`src/rtl/acst_pkg.sv`:
```
// Shared constants and helpers for the alignment column scorer.
package acst_pkg;

  localparam int unsigned MAX_COLUMNS = 65536;
  // Column counters and the position saturate against this limit
  localparam int unsigned COL_LIMIT = (MAX_COLUMNS < 65536) ? MAX_COLUMNS : 65536;

  localparam int CNT_W   = 17;
  localparam int POS_W   = 16;
  localparam int SCORE_W = 32;
  localparam int BEST_W  = 31;
  localparam int CHAR_W  = 8;
  localparam int REG_W   = 8;
  localparam int DELTA_W = 10;

  localparam int IN_DATA_W  = 16;
  localparam int OUT_DATA_W = 152;

  localparam int CFG_ADDR_W = 4;
  localparam int CFG_DATA_W = 32;

  // Register indexes (paddr[3:2])
  localparam logic [1:0] REG_MATCH      = 2'd0;
  localparam logic [1:0] REG_MISMATCH   = 2'd1;
  localparam logic [1:0] REG_GAP_OPEN   = 2'd2;
  localparam logic [1:0] REG_GAP_EXTEND = 2'd3;

  localparam logic [REG_W-1:0] RST_MATCH      = 8'sd5;
  localparam logic [REG_W-1:0] RST_MISMATCH   = 8'hFC;
  localparam logic [REG_W-1:0] RST_GAP_OPEN   = 8'hD8;
  localparam logic [REG_W-1:0] RST_GAP_EXTEND = 8'hFF;

  localparam logic [CHAR_W-1:0] CHAR_GAP = 8'h2D;
  localparam logic [CHAR_W-1:0] CHAR_N   = 8'h4E;
  localparam logic [CHAR_W-1:0] CHAR_LA  = 8'h61;
  localparam logic [CHAR_W-1:0] CHAR_LZ  = 8'h7A;
  localparam logic [CHAR_W-1:0] CASE_OFS = 8'h20;

  localparam logic [CNT_W-1:0] CNT_LIMIT = CNT_W'(COL_LIMIT);

  function automatic logic [CHAR_W-1:0] upcase(input logic [CHAR_W-1:0] c);
    return (c >= CHAR_LA && c <= CHAR_LZ) ? c - CASE_OFS : c;
  endfunction

  function automatic logic [CNT_W-1:0] bump_cnt(input logic [CNT_W-1:0] v);
    return (v < CNT_LIMIT) ? v + CNT_W'(1) : v;
  endfunction

endpackage

```
`src/rtl/alignment_column_score_trim.sv`:
```
// Alignment column scorer: affine running score, best prefix and column counters.
// A column accepted into the input register goes through the scoring logic into
// the result register.
// Throughput: one column per cycle unless out_tready stalls; the score/best/counter
// update is a single 33-bit add, saturate and compare between the two registers.
// Reset: synchronous active-low; run state clears to zero, weight registers
// return to 5, -4, -40, -1. No clearing pass.
module alignment_column_score_trim (
  input  logic                          clk,
  input  logic                          rst_n,
  // APB-style configuration port
  input  logic                          cfg_psel,
  input  logic                          cfg_penable,
  input  logic                          cfg_pwrite,
  input  logic [acst_pkg::CFG_ADDR_W-1:0] cfg_paddr,
  input  logic [acst_pkg::CFG_DATA_W-1:0] cfg_pwdata,
  output logic [acst_pkg::CFG_DATA_W-1:0] cfg_prdata,
  output logic                          cfg_pready,
  // Column input
  input  logic                          in_tvalid,
  output logic                          in_tready,
  input  logic [acst_pkg::IN_DATA_W-1:0] in_tdata,  // query_char[7:0], target_char[15:8]
  input  logic                          in_tuser,  // first_column
  input  logic                          in_tlast,  // last_column
  // Result output
  output logic                          out_tvalid,
  input  logic                          out_tready,
  // running_score[31:0], best_score[62:32], best_position[78:63], best_found[79],
  // match_count[96:80], mismatch_count[113:97], gap_column_count[130:114],
  // gap_run_count[147:131], zero pad[151:148]
  output logic [acst_pkg::OUT_DATA_W-1:0] out_tdata,
  output logic                          out_tlast  // final_flag
);
  import acst_pkg::*;

  // Configuration registers
  logic [REG_W-1:0] match_r, mismatch_r, open_pen_r, gap_ext_r;
  logic             cfg_wr;
  logic [1:0]       cfg_idx;

  assign cfg_pready = 1'b1;
  assign cfg_wr     = cfg_psel && cfg_penable && cfg_pwrite && cfg_pready;
  assign cfg_idx    = cfg_paddr[3:2];

  always_ff @(posedge clk) begin
    if (!rst_n) begin
      match_r    <= RST_MATCH;
      mismatch_r <= RST_MISMATCH;
      open_pen_r <= RST_GAP_OPEN;
      gap_ext_r  <= RST_GAP_EXTEND;
    end else if (cfg_wr) begin
      case (cfg_idx)
        REG_MATCH:      match_r    <= cfg_pwdata[REG_W-1:0];
        REG_MISMATCH:   mismatch_r <= cfg_pwdata[REG_W-1:0];
        REG_GAP_OPEN:   open_pen_r <= cfg_pwdata[REG_W-1:0];
        REG_GAP_EXTEND: gap_ext_r  <= cfg_pwdata[REG_W-1:0];
        default: ;
      endcase
    end
  end

  always_comb begin
    case (cfg_idx)
      REG_MATCH:      cfg_prdata = {{(CFG_DATA_W-REG_W){match_r[REG_W-1]}}, match_r};
      REG_MISMATCH:   cfg_prdata = {{(CFG_DATA_W-REG_W){mismatch_r[REG_W-1]}}, mismatch_r};
      REG_GAP_OPEN:   cfg_prdata = {{(CFG_DATA_W-REG_W){open_pen_r[REG_W-1]}}, open_pen_r};
      REG_GAP_EXTEND: cfg_prdata = {{(CFG_DATA_W-REG_W){gap_ext_r[REG_W-1]}}, gap_ext_r};
      default:        cfg_prdata = '0;
    endcase
  end

  // Input register
  logic              s1_valid_r;
  logic              s1_first_r, s1_last_r;
  logic [CHAR_W-1:0] s1_q_r, s1_t_r;
  logic              s1_move;
  logic              out_valid_r;

  assign s1_move   = s1_valid_r && (!out_valid_r || out_tready);
  assign in_tready = !s1_valid_r || s1_move;

  always_ff @(posedge clk) begin
    if (!rst_n) begin
      s1_valid_r <= 1'b0;
    end else if (in_tready) begin
      s1_valid_r <= in_tvalid;
    end
  end

  always_ff @(posedge clk) begin
    if (in_tvalid && in_tready) begin
      s1_first_r <= in_tuser;
      s1_last_r  <= in_tlast;
      s1_q_r     <= in_tdata[7:0];
      s1_t_r     <= in_tdata[15:8];
    end
  end

  // Run state
  logic signed [SCORE_W-1:0] score_r;
  logic signed [SCORE_W-1:0] best_r;
  logic [POS_W-1:0]          best_idx_r, col_idx_r;
  logic                      best_seen_r, prev_qg_r, prev_tg_r;
  logic [CNT_W-1:0]          match_cnt_r, mism_cnt_r, gcol_cnt_r, grun_cnt_r;

  // State seen by this column (cleared when it opens a new alignment)
  logic signed [SCORE_W-1:0] base_score, base_best;
  logic [POS_W-1:0]          base_best_idx, base_col_idx;
  logic                      base_seen, base_pqg, base_ptg;
  logic [CNT_W-1:0]          base_match, base_mism, base_gcol, base_grun;

  always_comb begin
    if (s1_first_r) begin
      base_score    = '0;
      base_best     = '0;
      base_best_idx = '0;
      base_col_idx  = '0;
      base_seen     = 1'b0;
      base_pqg      = 1'b0;
      base_ptg      = 1'b0;
      base_match    = '0;
      base_mism     = '0;
      base_gcol     = '0;
      base_grun     = '0;
    end else begin
      base_score    = score_r;
      base_best     = best_r;
      base_best_idx = best_idx_r;
      base_col_idx  = col_idx_r;
      base_seen     = best_seen_r;
      base_pqg      = prev_qg_r;
      base_ptg      = prev_tg_r;
      base_match    = match_cnt_r;
      base_mism     = mism_cnt_r;
      base_gcol     = gcol_cnt_r;
      base_grun     = grun_cnt_r;
    end
  end

  // Column classification and score delta
  logic              qg, tg, is_match, is_mism, is_gap, run_opens;
  logic [CHAR_W-1:0] qu, tu;
  logic signed [DELTA_W-1:0] delta;
  logic signed [SCORE_W:0]   sum;
  logic signed [SCORE_W-1:0] score_nxt, best_nxt;
  logic [POS_W-1:0]          best_idx_nxt, col_idx_nxt;
  logic                      seen_nxt, new_best;
  logic [CNT_W-1:0]          match_nxt, mism_nxt, gcol_nxt, grun_nxt;

  always_comb begin
    qg        = (s1_q_r == CHAR_GAP);
    tg        = (s1_t_r == CHAR_GAP);
    qu        = upcase(s1_q_r);
    tu        = upcase(s1_t_r);
    is_gap    = qg || tg;
    is_match  = !is_gap && (qu != CHAR_N) && (tu != CHAR_N) && (qu == tu);
    is_mism   = !is_gap && !is_match;
    run_opens = (qg && !base_pqg) || (tg && !base_ptg);

    if (is_match) begin
      delta = DELTA_W'(signed'(match_r));
    end else if (is_mism) begin
      delta = DELTA_W'(signed'(mismatch_r));
    end else begin
      delta = DELTA_W'(signed'(gap_ext_r)) +
              (run_opens ? DELTA_W'(signed'(open_pen_r)) : DELTA_W'(0));
    end

    sum = {base_score[SCORE_W-1], base_score} + (SCORE_W+1)'(delta);
    // Saturate when the 33-bit sum leaves the 32-bit range
    if (sum[SCORE_W] != sum[SCORE_W-1]) begin
      score_nxt = sum[SCORE_W] ? {1'b1, {(SCORE_W-1){1'b0}}} : {1'b0, {(SCORE_W-1){1'b1}}};
    end else begin
      score_nxt = sum[SCORE_W-1:0];
    end

    new_best     = (score_nxt >= base_best);
    best_nxt     = new_best ? score_nxt : base_best;
    best_idx_nxt = new_best ? base_col_idx : base_best_idx;
    seen_nxt     = new_best || base_seen;

    col_idx_nxt = (({1'b0, base_col_idx} + CNT_W'(1)) < CNT_LIMIT) ?
                  base_col_idx + POS_W'(1) : base_col_idx;

    match_nxt = is_match ? bump_cnt(base_match) : base_match;
    mism_nxt  = is_mism ? bump_cnt(base_mism) : base_mism;
    gcol_nxt  = is_gap ? bump_cnt(base_gcol) : base_gcol;
    grun_nxt  = (is_gap && run_opens) ? bump_cnt(base_grun) : base_grun;
  end

  always_ff @(posedge clk) begin
    if (!rst_n) begin
      score_r     <= '0;
      best_r      <= '0;
      best_idx_r  <= '0;
      col_idx_r   <= '0;
      best_seen_r <= 1'b0;
      prev_qg_r   <= 1'b0;
      prev_tg_r   <= 1'b0;
      match_cnt_r <= '0;
      mism_cnt_r  <= '0;
      gcol_cnt_r  <= '0;
      grun_cnt_r  <= '0;
    end else if (s1_move) begin
      score_r     <= score_nxt;
      best_r      <= best_nxt;
      best_idx_r  <= best_idx_nxt;
      col_idx_r   <= col_idx_nxt;
      best_seen_r <= seen_nxt;
      prev_qg_r   <= qg;
      prev_tg_r   <= tg;
      match_cnt_r <= match_nxt;
      mism_cnt_r  <= mism_nxt;
      gcol_cnt_r  <= gcol_nxt;
      grun_cnt_r  <= grun_nxt;
    end
  end

  // Result register
  logic [OUT_DATA_W-1:0] out_data_r;
  logic                  out_last_r;

  always_ff @(posedge clk) begin
    if (!rst_n) begin
      out_valid_r <= 1'b0;
    end else if (s1_move) begin
      out_valid_r <= 1'b1;
    end else if (out_tready) begin
      out_valid_r <= 1'b0;
    end
  end

  always_ff @(posedge clk) begin
    if (s1_move) begin
      out_data_r <= {4'b0, grun_nxt, gcol_nxt, mism_nxt, match_nxt, seen_nxt,
                     best_idx_nxt, best_nxt[BEST_W-1:0], score_nxt};
      out_last_r <= s1_last_r;
    end
  end

  assign out_tvalid = out_valid_r;
  assign out_tdata  = out_data_r;
  assign out_tlast  = out_last_r;

endmodule

```
`config.mk`:
```
export PLATFORM = sky130hd
export DESIGN_NAME = alignment_column_score_trim
export DESIGN_NICKNAME = d
export VERILOG_FILES = /design/src/rtl/acst_pkg.sv /design/src/rtl/alignment_column_score_trim.sv
export SDC_FILE = /design/constraint.sdc
export NUM_CORES = 1
export LEC_CHECK = 0
export BUFFER_PORTS_ARGS = -buffer_cell sky130_fd_sc_hd__buf_4
export CAP_MARGIN = 20
export CELL_PAD_IN_SITES_DETAIL_PLACEMENT = 1
export CELL_PAD_IN_SITES_GLOBAL_PLACEMENT = 2
export CORE_UTILIZATION = 33
export CTS_CLUSTER_SIZE = 8
export DETAILED_ROUTE_END_ITERATION = 12
export PLACE_DENSITY = 0.89
export SYNTH_ARGS = -nofsm -noshare
export SYNTH_HDL_FRONTEND = slang
export SYNTH_SLANG_ARGS = --single-unit
```
`constraint.sdc`:
```
create_clock -name clk -period 10.3 [get_ports clk]
set_input_delay 2.06 -clock clk [delete_from_list [all_inputs] [get_ports clk]]
set_output_delay 2.06 -clock clk [all_outputs]
set_load 0.005 [all_outputs]
```
==> metrics, run 1 <==
Reg clk slew, reported paths 0.06 ns; final hold violation count 0; Metal-1 WL 26400 um; worst-path fanout max 23; initial antenna violation count 0; flop and latch count out of synthesis 368; core area 56900 sq um; Nets 2368; starting density of the core 33.7%; worst path required time 10.82 ns; CP Buf/Inv Count 7; Routed wire per std cell 19.5 um; Worst-Skew Late Latency 0.58 ns; multi-input logic area 9340 sq um; CP delay by family, top compound AO/OA/AOI/OAI gates; Rel. slew slack 29.2%; DRC viols 0; ant diodes 0; total chip power 7320 uW; Num Clock Sinks 368; global-route wire length before repair 92300 um; layout cells sized above 1 17.2%; area delta synth->final 20.6%; startpoint type of the worst setup path register; Max VDD drop 0.298 mV; hold_buf cts 0; top sig layer met4; Num CTS Buffers 52; Max clock buf depth 3; ys async rst share 0%; Final ANT Viol Nets 0; Post-synth EDFFs 167; Leakage 0.00911 uW; cells after synthesis 2041; Slew @ Worst Pin 1.06 ns; yosys warns 0; DRT iter0 DRCs 852; Ports 249; via count 16.0k; row count 87; wire length on met2 27900 um; count leader, synth nand2_1; CP max-delay cell edfxtp_1; CTS tree done; Area contributors post-synth edfxtp_1, dfxtp_1, ha_1; arrival time worst endpoint 10.06 ns; Die ar. 59100 sq um; height of the die 243 um; CP Class reg2reg; Sequential cell area 9040 sq um; post-route clock period utilization 92.7%; Routability Congestion 0.876; Final Critical Period 9.55 ns; status finished, final reports clean; skew final 0.0248 ns; DRT Wirelength 58800 um; CP Capture Type register; CTS H-tree depth 2; metal3 WL 2830 um; IO Port Bufs 217; Die W 243 um; PD cells 316 nW/um^2; top cells by count, synth nand2_1, dfxtp_1, a21oi_1, nor2_1, edfxtp_1; Min-Delay Path Class reg2reg; Seq/Total Area, Yosys 47.1%; Post-Syn Area 19200 sq um; clock root cell clkbuf_16; total grt overflow 0; Placed Cells 2920; vias in the first global route 16.6k; post-route insts no fill 3021; dpl hpwl 40700 um; Pins Over Slew Limit 0; Peak Freq 105 MHz; setup_tns 0 ns; largest net degree at the start of global routing 107; max cap viols 0; setup violators final 0; total track usage 19.5%; Cell variety after synth 88; synthesized area per cell 9.40 sq um; layout filler cell count 6438; via-per-instance ratio 5.29; largest area contributor in the netlist edfxtp_1; 1st-pass router iterations 5; Synth top area share 26.1%; CP max stage delay 0.48 ns; top_reg_cell synth dfxtp_1
==> power breakdown <==
group          switching (uW)  leakage, uW  internal (uW)
sequential                104      0.00318           1970
combinational            2210      0.00521           1420
clock                     648     0.000722            970
total                    2960      0.00911           4360
==> path summary, 6_finish.rpt <==
check        startpoint             to  slack [ns]  cells after the start
max reg2reg   s1_t_r[1]  best_idx_r[2]        0.75                     41
max           s1_t_r[1]  best_idx_r[2]        0.75                     41
min reg2reg  score_r[2]     score_r[2]        0.46                      2
min          score_r[2]     score_r[2]        0.46                      2
==> stage by stage <==
stage                     instance area [sq um]  hold WS [ns]  utilization [%]  setup slack (ns)
final                                     23100         0.455             40.6             0.754
after global routing                      23100         0.483             40.6           -0.0153
after CTS                                 23000         0.460             40.4            0.0977
after detailed placement                  21500         0.452             37.7            0.0370
after global placement                    21500         0.440             37.7             0.326
after floorplan                           19200         0.400                -             0.393
==> routing by layer <==
layer / vias up / track usage, %
met4: 0 / 6.60
met2: 330 / 32.8
met3: 99 / 3.80
met5: - / 0
met1: 7913 / 24.9
li1: 7649 / -
==> flip-flops by register name, indices dropped and copies added (netlist names), 8 cells and up <==
name and cells:
out_tdata 148, best_r 32, score_r 32, gcol_cnt_r 17, grun_cnt_r 17, match_cnt_r 17
mism_cnt_r 17, best_idx_r 16, col_idx_r 16, gap_ext_r 8, match_r 8, mismatch_r 8
open_pen_r 8, s1_q_r 8, s1_t_r 8
==> repair_timing <==
action / CTS / global route
gates cloned: 0 / 1
setup buffers: 0 / 4
gates resized for setup: 1 / 15
setup endpoints to repair: 6 / 97
pin swaps: 0 / 0
==> logic make-up (layout without fill, tap and decap cells) <==
kind of cell,Yosys count,count (layout),share of synthesized area [%]
other,2,5,0.0392
AOI/OAI and AO/OA,483,484,15.9
muxes,47,47,3.01
and+or+nand+nor,755,755,19.1
DFF,368,368,47.1
buffers and inverters,202,422,4.68
adders and majority gates,83,83,5.49
xor gates and xnor gates,101,101,4.61
==> worst reg2reg max path, delay by kind of cell, from the launching register on <==
kind | cells | cell delay (ns)
buffers and inverters | 7 | 1.31
xor gates and xnor gates | 1 | 0.15
and+or+nand+nor | 10 | 2.49
adders and majority gates | 4 | 1.21
AOI/OAI and AO/OA | 19 | 3.87
DFF | 1 | 0.48
==> layout by cell type (no fill, tap or decap), drive strengths merged, types with 11 or more instances in the layout <==
master  count
and3       30
a21o       28
dfxtp     201
nor2b      82
buf       267
ha         81
o21ai     102
a31oi      23
nand3      77
nand2     245
inv        58
nor2      177
xor2       39
xnor2      62
nor4       12
a21oi     182
edfxtp    167
mux2i      34
and2       11
a22oi      12
or3        12
nand4      29
a22o       47
clkbuf     94
nor3       35
==> layout make-up <==
| type | instances | area share [%] |
|---|---|---|
| Multi-Input combinational cell | 1475 | 40.4 |
| Timing Repair Buffer | 268 | 8.91 |
| Sequential cell | 368 | 39.1 |
| Clock inverter | 2 | 0.0919 |
| Tap cell | 756 | 4.09 |
| Clock buffer | 93 | 6.47 |
| Inverter | 59 | 0.995 |
(Power assumes the default switching activity.)
==> inputs of run 2 (changes only) <==
Settings changed: ABC_AREA from default to 1, CORE_UTILIZATION 33 to 30, PLACE_DENSITY 0.89 to 0.88.
==> run 2 against run 1 <==
Sequential share of layout area is 3.1 points lower. Total power is 10% lower. Design area is 8.5% higher. Flip-flop and latch count stayed put. Clock skew is 0.00063 ns lower. Combinational power is 20% lower. Clock-buffer cell count stayed put. Critical path depth is 7 higher. Core utilization is 4.8 points lower.
==> metrics, run 2 <==
Num CTS Buffers 53 (+1.9%); startpoint type of the worst setup path register; arrival time worst endpoint 9.90 ns (-0.16 ns); Final Core Density 35.9% (-4.8 points); worst-path fanout max 28 (+22%); Worst-Skew Late Latency 0.61 ns (+0.03 ns); Nets 3243 (+37%); CTS H-tree depth 2 (unchanged); setup_tns 0 ns (unchanged); Ports 249 (unchanged); FF-to-FF End best_idx_r[12]; Die W 268 um (+10%); R2R depth 48 (+17%); DRC viols 0 (unchanged); Slew @ Worst Pin 1.03 ns (-0.0279 ns); worst-case hold path end point out_tlast; final hold violation count 0 (unchanged); CP Buf/Inv Count 8 (+1); synthesized area per cell 7.22 sq um (-23%); Cell variety after synth 50 (-43%); PD cells 261 nW/um^2 (-17%); DRT Wirelength 66900 um (+14%); largest area contributor in the netlist edfxtp_1; cell area after placement 23500 sq um (+9.5%); Die ar. 71900 sq um (+22%); height of the die 268 um (+10%); IO Port Bufs 217 (unchanged); core area 70000 sq um (+23%); sequential power share 30.0% (+1.6 points); combinational power share 44.4% (-5.1 points); P_int 3750 uW (-14%); postcts setup bufs 0 (unchanged); Routability Congestion 0.854 (-2.4%); Pins Over Slew Limit 0 (unchanged); PostCTS Resize Cnt 0 (-1); Post-synth EDFFs 167 (unchanged); worst hold-check slack 0.431 ns (-0.0240 ns); sw frac 42.8% (+2.4 points); CP max-delay cell inv_1; CP delay by family, top simple AND/OR/NAND/NOR gates; clock root cell clkbuf_16; Placed Cells 3984 (+36%); global-route wire length before repair 106000 um (+15%); hold_buf cts 0 (unchanged); hold wc startpoint s1_last_r; Max clock buf depth 3 (unchanged); most frequent cells in the layout nand2_1, inv_1, nor2_1; RSZ-0062 raised after global routing false; Rel. slew slack 31.3% (+2.0 points); 1st-pass router iterations 5 (unchanged); Peak Freq 107 MHz (+1.9%); count leader, synth nand2_1; Reg clk slew, reported paths 0.06 ns (about the same); status finished, final reports clean; post-route insts no fill 4081 (+35%); Post-Syn Area 21300 sq um (+11%); starting density of the core 30.3% (-3.3 points); Sw Pwr 2810 uW (-5.1%); CP max stage delay 0.83 ns (+0.35 ns); layout filler cell count 8741 (+36%); layout cells sized above 1 11.1% (-6.1 points); row count 97 (+11%); Routed wire per std cell 16.4 um (-16%); flop and latch count out of synthesis 368 (unchanged); ys async rst share 0% (unchanged); DRT iter0 DRCs 862 (+1.2%); Min-Delay Path Class reg2reg; ant diodes 0 (unchanged); Area contributors post-synth edfxtp_1, dfxtp_1, nand2_1; via count 19.3k (+21%); area delta synth->final 18.2%; Leakage 0.0118 uW (+30%); initial antenna violation count 1 (+1); Final Critical Period 9.37 ns (-0.176 ns); Final Cell Area 25100 sq um (+8.5%); CP Class reg2reg; dpl hpwl 46000 um (+13%); skew final 0.0242 ns (-0.000635 ns); max FFs per register 148 (unchanged); setup violators final 0 (unchanged); FF-to-FF setup slack 0.93 ns (+0.18 ns); Final ANT Viol Nets 0 (unchanged); CP Capture Type register; post-route clock period utilization 91.0% (-1.7 points); Clock Power Share 25.5% (+3.4 points); commonest non-fill, non-tap cell in the layout nand2_1; cells after synthesis 2942 (+44%); Synth top area share 23.6% (-2.5 points); hold path cells 0 (-2); CTS tree done; most used cell, CP nand2_1; RR Startpoint s1_q_r[6]; Num Clock Sinks 368 (unchanged); worst path required time 10.83 ns (about the same); via-per-instance ratio 4.73 (-11%); top_reg_cell synth dfxtp_1; Seq/Total Area, Yosys 42.5% (-4.6 points); top cells by count, synth nand2_1, inv_1, nor2_1, nand3_1, a21oi_1; yosys warns 0 (unchanged); Max VDD drop 0.431 mV (+45%); largest net degree at the start of global routing 144 (+35%); vias in the first global route 19.8k (+19%); max cap viols 0 (unchanged); total grt overflow 0 (unchanged); total track usage 18.6% (-0.87 points)
## run 2: changes by cell type after synthesis, sizes merged, moves of 69 or more
| cell | delta |
|---|---|
| inv | +434 |
| nand2 | +434 |
| nand3 | +190 |
| nor2 | +160 |
| nor2b | -82 |
| o21ai | +69 |
## run 2: power by group through the flow
stage / Combinational, uW / Sequential [uW] / Clock (uW)
finish: 2910 / 1970 / 1670
CTS: 2960 / 1970 / 1740
floorplan: 1800 / 1990 / 0
global placement: 2880 / 1990 / 0
global route: 3290 / 1990 / 1790
detailed placement: 2930 / 2000 / 0
## run 2: through the flow
step / setup slack [ns] / power, uW
finish: 0.930 / 6560
global route: 0.0880 / 7070
CTS: 0.810 / 6670
detailed placement: 0.896 / 4940
global placement: 0.979 / 4870
floorplan: 2.91 / 3790
## run 2: worst max path at each step
stage	startpoint	cells past startpoint	endpoint
3_5_place_dp	s1_q_r[6]	44	out_tdata[46]
3_3_place_gp	s1_q_r[6]	45	best_r[31]
5_1_grt	s1_q_r[6]	48	best_idx_r[3]
4_1_cts	s1_q_r[6]	48	best_idx_r[12]
6_report	s1_q_r[6]	48	best_idx_r[12]
2_1_floorplan	s1_first_r	50	best_idx_r[11]
## run 2: cell families after synthesis
| logic type | share of synthesized area (%) |
|---|---|
| other cells | 0.0353 |
| fa+ha+maj | 4.96 |
| simple gates | 27.4 |
| compound gates | 10.6 |
| flops | 42.5 |
| buf+inv | 12.2 |
| xor+xnor | 2.35 |
## run 2: cell type report
cell class | count | area [sq um] | area share, %
well taps | 940 | 1180 | 4.68
repair buffers | 236 | 1780 | 7.11
clock inverters | 4 | 47.5 | 0.189
inverters | 496 | 1870 | 7.46
multi-input cells | 1944 | 9660 | 38.5
flip-flops and latches | 368 | 9040 | 36.0
clock buffers | 93 | 1530 | 6.08
## run 2: routing by layer
metal	global-route usage [%]	vias up	part of all wire (%)
met2	32.8	291	48
met4	5.61	0	2.8
met5	0	-	0
li1	-	9723	-
met3	3.48	103	4.8
met1	22.9	9171	44
==> inputs of run 3 (changes only) <==
Settings changed: CORE_MARGIN from default to 2, CORE_UTILIZATION 30 to 34, PLACE_DENSITY 0.88 to 0.93.
Clock period 10.3 ns to 10.45 ns, I/O delays scaled along.
==> run 3 against run 2 <==
Sequential share of layout area grew 0.14 points. Total power shrank 0.85%. Combinational power is essentially flat. Critical path depth shrank 4. Maximum frequency shrank 1.5%. Global-route usage grew 2.4 points. Largest cell class unchanged. Largest power group unchanged.
==> metrics, run 3 (synthesis gave the netlist of run 2 again) <==
P_int 3730 uW (-0.55%); CP Class reg2reg; post-route clock period utilization 91.0% (about the same); dpl ws 1.15 ns (+0.258 ns); startpoint type of the worst setup path register; DRT Wirelength 68400 um (+2.2%); arrival time worst endpoint 10.06 ns (+0.16 ns); total track usage 21.1% (+2.4 points); fin worst setup slack 0.942 ns (+0.0114 ns); RSZ-0062 raised after global routing false; area delta synth->final 17.7%; most frequent cells in the layout nand2_1, inv_1, nor2_1; max cap viols 0 (unchanged); worst path required time 11.00 ns (+0.17 ns); IO Port Bufs 217 (unchanged); hold path cells 0 (unchanged); hold_buf cts 0 (unchanged); CP startpoint s1_t_r[3]; Rel. slew slack 21.5% (-9.8 points); FF-to-FF setup slack 0.94 ns (about the same); largest net degree at the start of global routing 225 (+56%); CP Capture Type register; Nets 3243 (unchanged); final hold violation count 0 (unchanged); Worst-Skew Late Latency 0.61 ns (about the same); Peak Freq 105 MHz (-1.5%); status finished, final reports clean; max FFs per register 148 (unchanged); Final Critical Period 9.51 ns (+0.139 ns); worst-path fanout max 44 (+57%); worst-case hold path end point out_tlast; CP max-delay cell inv_1; via-per-instance ratio 4.99 (+5.6%); layout cells sized above 1 11.1% (about the same); clock root cell clkbuf_16; starting density of the core 34.4% (+4.1 points); Routability Congestion 0.885 (+3.6%); combinational power share 44.5% (about the same); most used cell, CP nand2_1; global-route wire length before repair 109000 um (+2.5%); Max VDD drop 0.393 mV (-8.9%); sequential power share 29.8% (-0.2 points); Die W 254 um (-5.3%); CP delay by family, top simple AND/OR/NAND/NOR gates; setup_tns 0 ns (unchanged); postcts setup bufs 0 (unchanged); Routed wire per std cell 17.2 um (+4.9%); ant diodes 0 (unchanged); DRT iter0 DRCs 829 (-3.8%); CP max stage delay 0.76 ns (-0.07 ns); PD cells 260 nW/um^2 (-0.45%); commonest non-fill, non-tap cell in the layout nand2_1; total grt overflow 0 (unchanged); dpl hpwl 46900 um (+2.1%); Final ANT Viol Nets 0 (unchanged); via count 19.8k (+2.9%); core area 61700 sq um (-12%); height of the die 254 um (-5.3%); PostCTS Resize Cnt 0 (unchanged); vias in the first global route 20.9k (+5.7%); setup violators final 0 (unchanged); FF-to-FF End best_r[27]; Leakage 0.0118 uW (about the same); Clock Power Share 25.6% (about the same); DRC viols 0 (unchanged); stages on the worst setup path 44 (-8.3%); CTS tree done; initial antenna violation count 2 (+1); Sw Pwr 2770 uW (-1.2%); Die ar. 64500 sq um (-10%); Min-Delay Path Class reg2reg; Slew @ Worst Pin 1.18 ns (+0.147 ns); sw frac 42.7% (-0.17 points); Reg clk slew, reported paths 0.06 ns (about the same); RR Startpoint s1_t_r[3]; 1st-pass router iterations 7 (+2); R2R depth 44 (-8.3%); Ports 249 (unchanged); hold wc startpoint s1_last_r; CTS H-tree depth 2 (unchanged); Num Clock Sinks 368 (unchanged); Max clock buf depth 3 (unchanged); CP Buf/Inv Count 8 (unchanged); Pins Over Slew Limit 0 (unchanged); Num CTS Buffers 53 (unchanged); row count 91 (-6.2%); skew final 0.0339 ns (+0.00973 ns)
==> run 3: metal layers <==
metal / track usage, % / part of all wire (%)
met1: 24.4 / 42
met2: 38.7 / 51
met3: 3.42 / 4.0
met4: 7.87 / 3.5
met5: 0 / 0
==> run 3: power by group through the flow <==
| stage | clock network, uW | logic, uW | registers (uW) |
|---|---|---|---|
| 6_report | 1670 | 2890 | 1940 |
| 5_1_grt | 1760 | 3250 | 1960 |
| 4_1_cts | 1710 | 2920 | 1940 |
| 3_5_place_dp | 0 | 2880 | 1970 |
| 3_3_place_gp | 0 | 2780 | 1960 |
| 2_1_floorplan | 0 | 1770 | 1960 |
==> run 3: final cells by class <==
class	count	area (sq um)
clock buffers	89	1490
clock inverters	5	81.3
fillers	7742	36700
inverters	496	1870
multi-input cells	1944	9660
flip-flops and latches	368	9040
well taps	837	1050
repair buffers	236	1820
==> run 3: metrics by stage <==
step	cells	utilization (%)	area, sq um	total power (uW)	hold WS (ns)
CTS	3974	40.5	25000	6570	0.456
detailed placement	3880	37.9	23400	4850	0.448
finish	3975	40.5	25000	6500	0.448
floorplan	2945	-	21300	3740	0.400
global route	3975	40.5	25000	6970	0.455
global placement	3880	37.9	23400	4740	0.401
==> run 3: worst max path at each step <==
stage                     end  slack (ns)
2_1_floorplan  best_idx_r[11]        3.06
3_3_place_gp    best_idx_r[4]        1.40
3_5_place_dp       best_r[27]        1.15
4_1_cts             best_r[8]        1.00
5_1_grt            best_r[27]        0.07
6_report           best_r[27]        0.94
